==> src/design/mec_pkg.sv <==
package mec_pkg;

   // Width and reset value of the iteration limit register.
   localparam int unsigned LIMIT_W     = 10;
   localparam logic [LIMIT_W-1:0] LIMIT_RESET = 10'd100;

   // Color channel width and full scale.
   localparam int unsigned COLOR_W  = 8;
   localparam logic [COLOR_W-1:0] CHAN_MAX = 8'd255;
   localparam logic [COLOR_W-1:0] CHAN_MIN = 8'd0;

   // Ramp index: floor(RAMP_SCALE * count / limit), at most RAMP_SCALE.
   localparam int unsigned RAMP_SCALE = 299;
   localparam int unsigned QUOT_W     = 9;
   localparam int unsigned NUM_W      = 19;
   localparam int unsigned SHIFT_W    = 4;
   localparam logic [SHIFT_W-1:0] QUOT_TOP = SHIFT_W'(QUOT_W - 1);

   // Ramp segments of SEG_SPAN steps each.
   localparam int unsigned SEG_SPAN = 60;
   localparam int unsigned SEG_W    = 3;
   localparam int unsigned FRAC_W   = 6;
   localparam logic [FRAC_W-1:0] FRAC_TOP = FRAC_W'(SEG_SPAN - 1);

   // Segment codes of the hue ramp.
   localparam logic [SEG_W-1:0] SEG_RED_UP    = 3'd0;
   localparam logic [SEG_W-1:0] SEG_GREEN_UP  = 3'd1;
   localparam logic [SEG_W-1:0] SEG_BLUE_UP   = 3'd2;
   localparam logic [SEG_W-1:0] SEG_MAGENTA   = 3'd3;
   localparam logic [SEG_W-1:0] SEG_BLUE_ONLY = 3'd4;

   // Reciprocal of 59 for floor(n / 59), exact for n below 33825.
   localparam int unsigned SCALED_W    = 14;
   localparam int unsigned RECIP_W     = 15;
   localparam int unsigned RECIP_SHIFT = 20;
   localparam logic [RECIP_W-1:0] RECIP_59 = 15'd17773;

   // Start of a segment on the ramp index scale.
   function automatic logic [QUOT_W-1:0] seg_base(input logic [SEG_W-1:0] seg);
      logic [QUOT_W-1:0] base;
      base = QUOT_W'(seg) * QUOT_W'(SEG_SPAN);
      return base;
   endfunction

   // Channel level floor(r * 255 / 59) for a step r within a segment.
   function automatic logic [COLOR_W-1:0] ramp_level(input logic [FRAC_W-1:0] r);
      logic [SCALED_W-1:0] scaled;
      logic [SCALED_W+RECIP_W-1:0] prod;
      scaled = {r, 8'b0} - SCALED_W'(r);
      prod   = (SCALED_W+RECIP_W)'(scaled) * (SCALED_W+RECIP_W)'(RECIP_59);
      return prod[RECIP_SHIFT +: COLOR_W];
   endfunction

endpackage

==> src/design/mandelbrot_escape_color.sv <==
// Mandelbrot escape-time unit with a hue-ramp color output.
// Command channel: an item (req_c_real, req_c_imag, signed fixed point with
// FRAC_BITS fraction bits) is taken at a rising edge with start high and busy
// low. Busy then stays high until the result has been produced.
// Result channel: rsp_valid is high for exactly one cycle while rsp_escape_count
// and rsp_red, rsp_green, rsp_blue hold the result; the receiver cannot stall,
// so the result must be captured in that cycle.
// Configuration: csr_write_enable writes csr_write_data into the iteration
// limit at the next rising edge; write it only while busy is low.
// Timing: one multiplier is shared by the three products of each iteration,
// so each iteration steps through ST_SQX, ST_SQY, ST_XY and ST_UPD. After the
// iterations the ramp index comes from a restoring divider that yields one
// quotient bit per cycle. One item is in flight at a time and the next one can
// be taken in the strobe cycle.
// Reset: synchronous, active high; returns to idle, drops busy and rsp_valid,
// and sets the iteration limit to 100.
module mandelbrot_escape_color #(
   parameter int unsigned COORD_WIDTH = 32,
   parameter int unsigned FRAC_BITS   = 28
) (
   input  logic                              clock,
   input  logic                              reset,
   input  logic                              start,
   output logic                              busy,
   input  logic signed [COORD_WIDTH-1:0]     req_c_real,
   input  logic signed [COORD_WIDTH-1:0]     req_c_imag,
   output logic                              rsp_valid,
   output logic [mec_pkg::LIMIT_W-1:0]       rsp_escape_count,
   output logic [mec_pkg::COLOR_W-1:0]       rsp_red,
   output logic [mec_pkg::COLOR_W-1:0]       rsp_green,
   output logic [mec_pkg::COLOR_W-1:0]       rsp_blue,
   input  logic                              csr_write_enable,
   input  logic [mec_pkg::LIMIT_W-1:0]       csr_write_data
);
   import mec_pkg::*;

   // Iterate width, multiplier operand width and product width.
   localparam int unsigned ZW = COORD_WIDTH + 4;
   localparam int unsigned MW = FRAC_BITS + 2;
   localparam int unsigned PW = 2 * MW;

   localparam logic signed [ZW-1:0] TWO_Z     = ZW'(1) << (FRAC_BITS + 1);
   localparam logic signed [ZW-1:0] NEG_TWO_Z = -TWO_Z;
   localparam logic [PW:0] FOUR_P = (PW+1)'(1) << (2 * FRAC_BITS + 2);

   typedef enum logic [2:0] {
      ST_IDLE,
      ST_SQX,
      ST_SQY,
      ST_XY,
      ST_UPD,
      ST_DIV,
      ST_SEG,
      ST_OUT
   } state_type;

   state_type state_ff, state_in;

   logic [LIMIT_W-1:0]           limit_ff, limit_in;
   logic signed [COORD_WIDTH-1:0] cr_ff, cr_in, ci_ff, ci_in;
   logic signed [ZW-1:0]          x_ff, x_in, y_ff, y_in;
   logic [LIMIT_W-1:0]           count_ff, count_in;
   logic signed [PW-1:0]          prod_ff, prod_in, xx_ff, xx_in, yy_ff, yy_in;
   logic [NUM_W-1:0]             rem_ff, rem_in;
   logic [QUOT_W-1:0]            quot_ff, quot_in;
   logic [SHIFT_W-1:0]           div_cnt_ff, div_cnt_in;
   logic [SEG_W-1:0]             seg_ff, seg_in;
   logic [FRAC_W-1:0]            frac_ff, frac_in;
   logic                         valid_ff, valid_in;
   logic [LIMIT_W-1:0]           out_count_ff, out_count_in;
   logic [COLOR_W-1:0]           red_ff, red_in, green_ff, green_in, blue_ff, blue_in;

   logic signed [MW-1:0]         mul_a, mul_b;
   logic signed [PW-1:0]         mul_p;
   logic                         z_in_range;
   logic [PW:0]                  sq_sum;
   logic signed [PW:0]           diff, diff_sh;
   logic signed [PW-1:0]         xy2_sh;
   logic signed [ZW-1:0]         x_next, y_next;
   logic [NUM_W-1:0]             trial;
   logic [COLOR_W-1:0]           level_up, level_down;

   // Shared multiplier: operands follow the step of the iteration.
   always_comb begin
      case (state_ff)
         ST_SQY: begin
            mul_a = y_ff[MW-1:0];
            mul_b = y_ff[MW-1:0];
         end
         ST_XY: begin
            mul_a = x_ff[MW-1:0];
            mul_b = y_ff[MW-1:0];
         end
         default: begin
            mul_a = x_ff[MW-1:0];
            mul_b = x_ff[MW-1:0];
         end
      endcase
   end
   assign mul_p = mul_a * mul_b;

   // Escape tests and the floored update of z.
   assign z_in_range = (x_ff < TWO_Z) && (x_ff > NEG_TWO_Z) &&
                       (y_ff < TWO_Z) && (y_ff > NEG_TWO_Z);
   assign sq_sum  = {1'b0, xx_ff} + {1'b0, prod_ff};
   assign diff    = $signed({xx_ff[PW-1], xx_ff}) - $signed({yy_ff[PW-1], yy_ff});
   assign diff_sh = diff >>> FRAC_BITS;
   assign xy2_sh  = prod_ff >>> (FRAC_BITS - 1);
   assign x_next  = ZW'(diff_sh) + ZW'(cr_ff);
   assign y_next  = ZW'(xy2_sh) + ZW'(ci_ff);

   // Divider trial value and the two ramp levels.
   assign trial      = NUM_W'(limit_ff) << div_cnt_ff;
   assign level_up   = ramp_level(frac_ff);
   assign level_down = ramp_level(FRAC_TOP - frac_ff);

   // Next-state and datapath control.
   always_comb begin
      state_in     = state_ff;
      limit_in     = limit_ff;
      cr_in        = cr_ff;
      ci_in        = ci_ff;
      x_in         = x_ff;
      y_in         = y_ff;
      count_in     = count_ff;
      prod_in      = prod_ff;
      xx_in        = xx_ff;
      yy_in        = yy_ff;
      rem_in       = rem_ff;
      quot_in      = quot_ff;
      div_cnt_in   = div_cnt_ff;
      seg_in       = seg_ff;
      frac_in      = frac_ff;
      valid_in     = 1'b0;
      out_count_in = out_count_ff;
      red_in       = red_ff;
      green_in     = green_ff;
      blue_in      = blue_ff;

      if (csr_write_enable) begin
         limit_in = csr_write_data;
      end

      case (state_ff)
         ST_IDLE: begin
            if (start) begin
               cr_in    = req_c_real;
               ci_in    = req_c_imag;
               x_in     = '0;
               y_in     = '0;
               count_in = '0;
               state_in = ST_SQX;
            end
         end
         ST_SQX: begin
            if (count_ff >= limit_ff || !z_in_range) begin
               state_in = ST_DIV;
            end else begin
               prod_in  = mul_p;
               state_in = ST_SQY;
            end
         end
         ST_SQY: begin
            xx_in    = prod_ff;
            prod_in  = mul_p;
            state_in = ST_XY;
         end
         ST_XY: begin
            if (sq_sum >= FOUR_P) begin
               state_in = ST_DIV;
            end else begin
               yy_in    = prod_ff;
               prod_in  = mul_p;
               state_in = ST_UPD;
            end
         end
         ST_UPD: begin
            x_in     = x_next;
            y_in     = y_next;
            count_in = count_ff + LIMIT_W'(1);
            state_in = ST_SQX;
         end
         default: begin
            state_in = ST_IDLE;
         end
      endcase

      // Entry into the divider loads the numerator.
      if ((state_ff == ST_SQX && state_in == ST_DIV) ||
          (state_ff == ST_XY && state_in == ST_DIV)) begin
         rem_in     = NUM_W'(RAMP_SCALE) * NUM_W'(count_ff);
         quot_in    = '0;
         div_cnt_in = QUOT_TOP;
      end

      // Restoring division, one quotient bit per cycle.
      if (state_ff == ST_DIV) begin
         if (limit_ff != '0 && rem_ff >= trial) begin
            rem_in  = rem_ff - trial;
            quot_in = {quot_ff[QUOT_W-2:0], 1'b1};
         end else begin
            quot_in = {quot_ff[QUOT_W-2:0], 1'b0};
         end
         div_cnt_in = div_cnt_ff - SHIFT_W'(1);
         state_in   = (div_cnt_ff == '0) ? ST_SEG : ST_DIV;
      end

      // Split the ramp index into segment and step.
      if (state_ff == ST_SEG) begin
         if (quot_ff >= QUOT_W'(4 * SEG_SPAN)) begin
            seg_in = SEG_BLUE_ONLY;
         end else if (quot_ff >= QUOT_W'(3 * SEG_SPAN)) begin
            seg_in = SEG_MAGENTA;
         end else if (quot_ff >= QUOT_W'(2 * SEG_SPAN)) begin
            seg_in = SEG_BLUE_UP;
         end else if (quot_ff >= QUOT_W'(SEG_SPAN)) begin
            seg_in = SEG_GREEN_UP;
         end else begin
            seg_in = SEG_RED_UP;
         end
         frac_in  = FRAC_W'(quot_ff - seg_base(seg_in));
         state_in = ST_OUT;
      end

      // Color mapping and the result strobe.
      if (state_ff == ST_OUT) begin
         valid_in     = 1'b1;
         out_count_in = count_ff;
         case (seg_ff)
            SEG_RED_UP: begin
               red_in   = CHAN_MAX;
               green_in = level_up;
               blue_in  = CHAN_MIN;
            end
            SEG_GREEN_UP: begin
               red_in   = level_down;
               green_in = CHAN_MAX;
               blue_in  = CHAN_MIN;
            end
            SEG_BLUE_UP: begin
               red_in   = CHAN_MIN;
               green_in = CHAN_MAX;
               blue_in  = level_up;
            end
            SEG_MAGENTA: begin
               red_in   = level_up;
               green_in = level_down;
               blue_in  = CHAN_MAX;
            end
            default: begin
               red_in   = level_down;
               green_in = CHAN_MIN;
               blue_in  = CHAN_MAX;
            end
         endcase
         state_in = ST_IDLE;
      end
   end

   // State, datapath and result registers.
   always_ff @(posedge clock) begin
      if (reset) begin
         state_ff <= ST_IDLE;
         limit_ff <= LIMIT_RESET;
         valid_ff <= 1'b0;
      end else begin
         state_ff <= state_in;
         limit_ff <= limit_in;
         valid_ff <= valid_in;
      end
      cr_ff        <= cr_in;
      ci_ff        <= ci_in;
      x_ff         <= x_in;
      y_ff         <= y_in;
      count_ff     <= count_in;
      prod_ff      <= prod_in;
      xx_ff        <= xx_in;
      yy_ff        <= yy_in;
      rem_ff       <= rem_in;
      quot_ff      <= quot_in;
      div_cnt_ff   <= div_cnt_in;
      seg_ff       <= seg_in;
      frac_ff      <= frac_in;
      out_count_ff <= out_count_in;
      red_ff       <= red_in;
      green_ff     <= green_in;
      blue_ff      <= blue_in;
   end

   assign busy             = (state_ff != ST_IDLE);
   assign rsp_valid        = valid_ff;
   assign rsp_escape_count = out_count_ff;
   assign rsp_red          = red_ff;
   assign rsp_green        = green_ff;
   assign rsp_blue         = blue_ff;

`ifndef SYNTH
   // An accepted item makes the unit busy on the next cycle.
   a_accept_busy: assert property (@(posedge clock) disable iff (reset)
      (start && !busy) |=> busy)
      else $error("accepted item did not raise busy");

   // The result strobe lasts a single cycle.
   a_strobe_pulse: assert property (@(posedge clock) disable iff (reset)
      rsp_valid |=> !rsp_valid)
      else $error("result strobe held longer than one cycle");

   // Squarings only start on operands inside the escape radius box.
   a_operand_range: assert property (@(posedge clock) disable iff (reset)
      (state_ff == ST_SQY) |-> $past(z_in_range))
      else $error("multiplier fed an out-of-range operand");

   // The divider counter never exceeds the index of the top quotient bit.
   a_div_count: assert property (@(posedge clock) disable iff (reset)
      (state_ff == ST_DIV) |-> (div_cnt_ff <= QUOT_TOP))
      else $error("divider step count out of range");

   // Every ramp color has at least one channel at full scale.
   a_color_full: assert property (@(posedge clock) disable iff (reset)
      rsp_valid |-> (rsp_red == CHAN_MAX || rsp_green == CHAN_MAX ||
                     rsp_blue == CHAN_MAX))
      else $error("ramp color without a full channel");
`endif

endmodule
==> config.mk <==
export PLATFORM = sky130hd
export DESIGN_NAME = mandelbrot_escape_color
export DESIGN_NICKNAME = d
export VERILOG_FILES = /design/src/design/mec_pkg.sv /design/src/design/mandelbrot_escape_color.sv
export SDC_FILE = /design/constraint.sdc
export NUM_CORES = 2
export LEC_CHECK = 0
export BUFFER_PORTS_ARGS = -buffer_cell sky130_fd_sc_hd__buf_4
export CAP_MARGIN = 20
export CORE_ASPECT_RATIO = 2
export CORE_MARGIN = 2
export CORE_UTILIZATION = 25
export CTS_CLUSTER_DIAMETER = 40
export DETAILED_ROUTE_END_ITERATION = 10
export PLACE_DENSITY = 0.37
export SYNTH_ARGS = -nofsm -noshare
export SYNTH_HDL_FRONTEND = slang
export SYNTH_SLANG_ARGS = --single-unit
==> constraint.sdc <==
create_clock -name clock -period 12.15 [get_ports clock]
set_input_delay 0.6075 -clock clock [delete_from_list [all_inputs] [get_ports clock]]
set_output_delay 0.6075 -clock clock [all_outputs]
set_load 0.005 [all_outputs]
==> metrics.log <==
[metrics] aggregate routed wire length: 263000 um
[metrics] hold-critical path depth: 1
[metrics] number of inserted filler cells in the final layout: 26900
[metrics] 1st-pass router iterations: 5
[metrics] number of warnings issued by yosys: 0
[metrics] Congestion Overflow GR: 0
[metrics] final net count: 8531
[metrics] Post-Place Cells: 9921
[metrics] stage delay of the slowest cell on the critical path: 0.75 ns
[metrics] final critical path time including I/O delays and setup: 10.47 ns
[metrics] max-slew violation count: 0
[metrics] non-filler instance count after layout: 10100
[metrics] Crit path required time: 12.57 ns
[metrics] sort of element at the start of the critical path: register
[metrics] Area growth, synth to finish: 12.5%
[metrics] summed instance area of the synthesized netlist: 64000 um^2
[metrics] area enclosed by the die boundary: 260000 um^2
[metrics] max-cap violation count: 0
[metrics] Crit Path Class: reg -> reg
[metrics] number of cell instances on the worst register-to-register path: 28
[metrics] endpoint with the worst hold slack: ci_ff[24]
[metrics] Area contributors post-synth: fa_1 (34%), edfxtp_1 (18%), ha_1 (13%)
[metrics] largest buffer count on any clock path: 3
[metrics] post-route ant nets: 0
[metrics] cell count after synthesis: 6574
[metrics] count of cell types in the netlist: 94
[metrics] proportion of synthesized flip-flops having asynchronous set or reset: 0
[metrics] EDFF count, synth: 378
[metrics] number of synthesized register bits: 411
[metrics] most frequent cell after synthesis: inv_1
[metrics] Reg clk slew, reported paths: 0.06 ns
[metrics] average footprint of a synthesized cell: 9.73 um^2
[metrics] TritonCTS clock tree: yes
[metrics] maximum number of pins on one net before global-route repair: 61
[metrics] CP Data Arrival Time: 10.89 ns
[metrics] Die Wd: 362 um
[metrics] clk sink count: 411
[metrics] initial core utilization: 0.252
[metrics] Gates resized, CTS repair: 0
[metrics] most numerous cell on the critical path: fa_1
[metrics] maximum level of the CTS H-tree: 3
[metrics] reg-to-reg critical path startpoint: state_ff[1]
[metrics] clock latency of the later-clocked register in the worst-skew pair: 0.68 ns
[metrics] vertical die dimension: 719 um
[metrics] via count: 47500
[metrics] DRT iter0 DRCs: 2228
[metrics] number of hold buffers added after cts: 0
[metrics] remaining routing DRC violations: 0
[metrics] share of Yosys cell area claimed by the top area cell type: 0.344
[metrics] slew at the pin with the worst max-slew slack: 1.17 ns
[metrics] via count of the first global-routing pass: 53700
[metrics] CTS buffer count: 76
[metrics] final setup TNS: 0 ns
[metrics] clock tree root driver cell: clkbuf_16
[metrics] count of pins on the block boundary: 114
[metrics] cell taking the most area after synthesis: fa_1
[metrics] reg2reg end: prod_ff[53]
[metrics] antenna violations before repair: 16
[metrics] maximum fanout encountered on the critical timing path: 15
[metrics] total half-perimeter wirelength after legalization and detailed placement: 222000 um
[metrics] number of failing hold endpoints at the final stage: 0
[metrics] floorplan core area: 254000 um^2
[metrics] Setup violations, final: 0
[metrics] CP Capture Type: register
[metrics] mean routed wirelength per cell: 26.1 um
[metrics] first-pass GRT wire length: 373000 um
[metrics] library cell contributing the largest single delay on the critical path: fa_1
[metrics] row count: 262
[metrics] GP Congestion: 0.946
[metrics] worst min path class: in -> reg
[metrics] ratio of final minimum period to clock period: 0.862
[metrics] result of the run: finished, final reports clean
[metrics] Synth top cells by count: inv_1 (1405), fa_1 (1100), nand2_1 (666), ha_1 (654), nor2_1 (629)
[metrics] unrepaired setup endpoints after global routing: false
[metrics] final worst clock skew: 0.0423 ns
[metrics] CP top delay family: adder cells
[metrics] crit path buf inv count: 8
[metrics] net count after synthesis: 8406
[metrics] Slew Limit Headroom: 0.194
[metrics] share of final-layout standard cells stronger than drive strength 1: 0.0726
[metrics] Vias per Instance: 4.72
[metrics] dominant synthesized flop cell: edfxtp_1
[metrics] maximum frequency from static timing analysis: 95.5 MHz
[metrics] buffers added on ports: 113
[metrics] setup bufs post-CTS: 0
[metrics] Seq/Total Area, Yosys: 0.188
[metrics] slack of the worst reg-to-reg path: 1.68 ns
[metrics] hold path start: req_c_imag[24]
[metrics] total global routing track utilization: 0.203
[cell families (layout without fill, tap and decap cells)]
logic type,after synthesis,count (layout),share of synthesized area
muxes,139,139,0.0229
buffers and inverters,1592,1780,0.0937
adders and majority gates,1755,1755,0.472
AOI/OAI and AO/OA,770,770,0.0806
other,0,6,0
xor gates and xnor gates,203,203,0.0278
DFF,411,411,0.188
and+or+nand+nor,1704,1704,0.115
[worst max path at each step]
stage / cells past startpoint / end / from / slack, ns
after global placement: 27 / prod_ff[59] / state_ff[1] / 0.80
after global routing: 27 / prod_ff[53] / state_ff[2] / 1.30
after CTS: 28 / prod_ff[53] / state_ff[1] / 1.66
after floorplan: 31 / prod_ff[58] / state_ff[0] / 2.31
final: 28 / prod_ff[53] / state_ff[1] / 1.68
after detailed placement: 28 / prod_ff[53] / state_ff[1] / 1.68
[state kept, by name, indices dropped and copies added (netlist names)]
register / flops
seg_ff: 3
rsp_blue: 8
rsp_green: 8
rsp_red: 8
yy_ff: 60
limit_ff: 10
y_ff: 34
xx_ff: 60
ci_ff: 32
cr_ff: 32
state_ff: 3
count_ff: 10
frac_ff: 6
rsp_valid: 1
rsp_escape_count: 10
prod_ff: 60
quot_ff: 9
rem_ff: 19
div_cnt_ff: 4
x_ff: 34
[per-layer routing]
metal,vias up,global-route usage,wire length [um]
li1,21200,-,-
met1,24500,0.172,77500
met2,1195,0.421,155000
met3,613,0.0188,7620
met4,6,0.150,23100
met5,-,0,47
[placed cells by master (no fill, tap or decap), types with 10 or more instances in the layout]
cell type,n
a211o_1,14
mux2_2,60
ha_1,654
a21oi_1,213
o221ai_1,14
or2_2,12
o31ai_1,13
nor2b_1,27
nor2_1,627
nand4_1,33
o21ai_0,126
and3_1,56
a21o_1,118
o21a_1,34
inv_1,1405
fa_1,1100
o211ai_1,22
clkinv_2,14
xnor2_1,124
o21bai_1,27
nand2b_1,33
edfxtp_1,378
a311oi_1,11
xor2_1,79
and4_1,14
nand2_1,665
a31oi_1,26
or3_1,14
mux2i_2,16
and2_1,23
a21boi_0,11
nor3_1,66
nand3_1,66
dfxtp_1,33
clkbuf_16,76
mux2i_1,54
a221oi_1,10
nor4_1,24
buf_4,228
a211oi_1,32
[final cells by class]
type / instances / area, um^2 / share of cell area
antenna: 6 / 15.0 / 0.000209
clock buffer: 86 / 1950 / 0.0271
clock inverter: 55 / 609 / 0.00846
inverter: 1406 / 5280 / 0.0733
multi-input combinational: 4571 / 46200 / 0.642
sequential: 411 / 12000 / 0.167
tap: 3300 / 4130 / 0.0574
timing repair buffer: 233 / 1790 / 0.0248
[through the flow]
| stage | instance area, um^2 | worst slack (ns) | utilization | hold slack [ns] |
|---|---|---|---|---|
| detailed placement | 69400 | 1.68 | 0.273 | 0.438 |
| floorplan | 64000 | 2.31 | - | 0.417 |
| CTS | 72000 | 1.66 | 0.283 | 0.0409 |
| global route | 72000 | 1.30 | 0.283 | 0.0625 |
| global placement | 69400 | 0.801 | 0.273 | 0.449 |
| finish | 72000 | 1.68 | 0.283 | 0.103 |
Power is left out: the tool's default activity adds up to more than one toggle a clock period on the data nets, which glitch-free logic cannot reach.
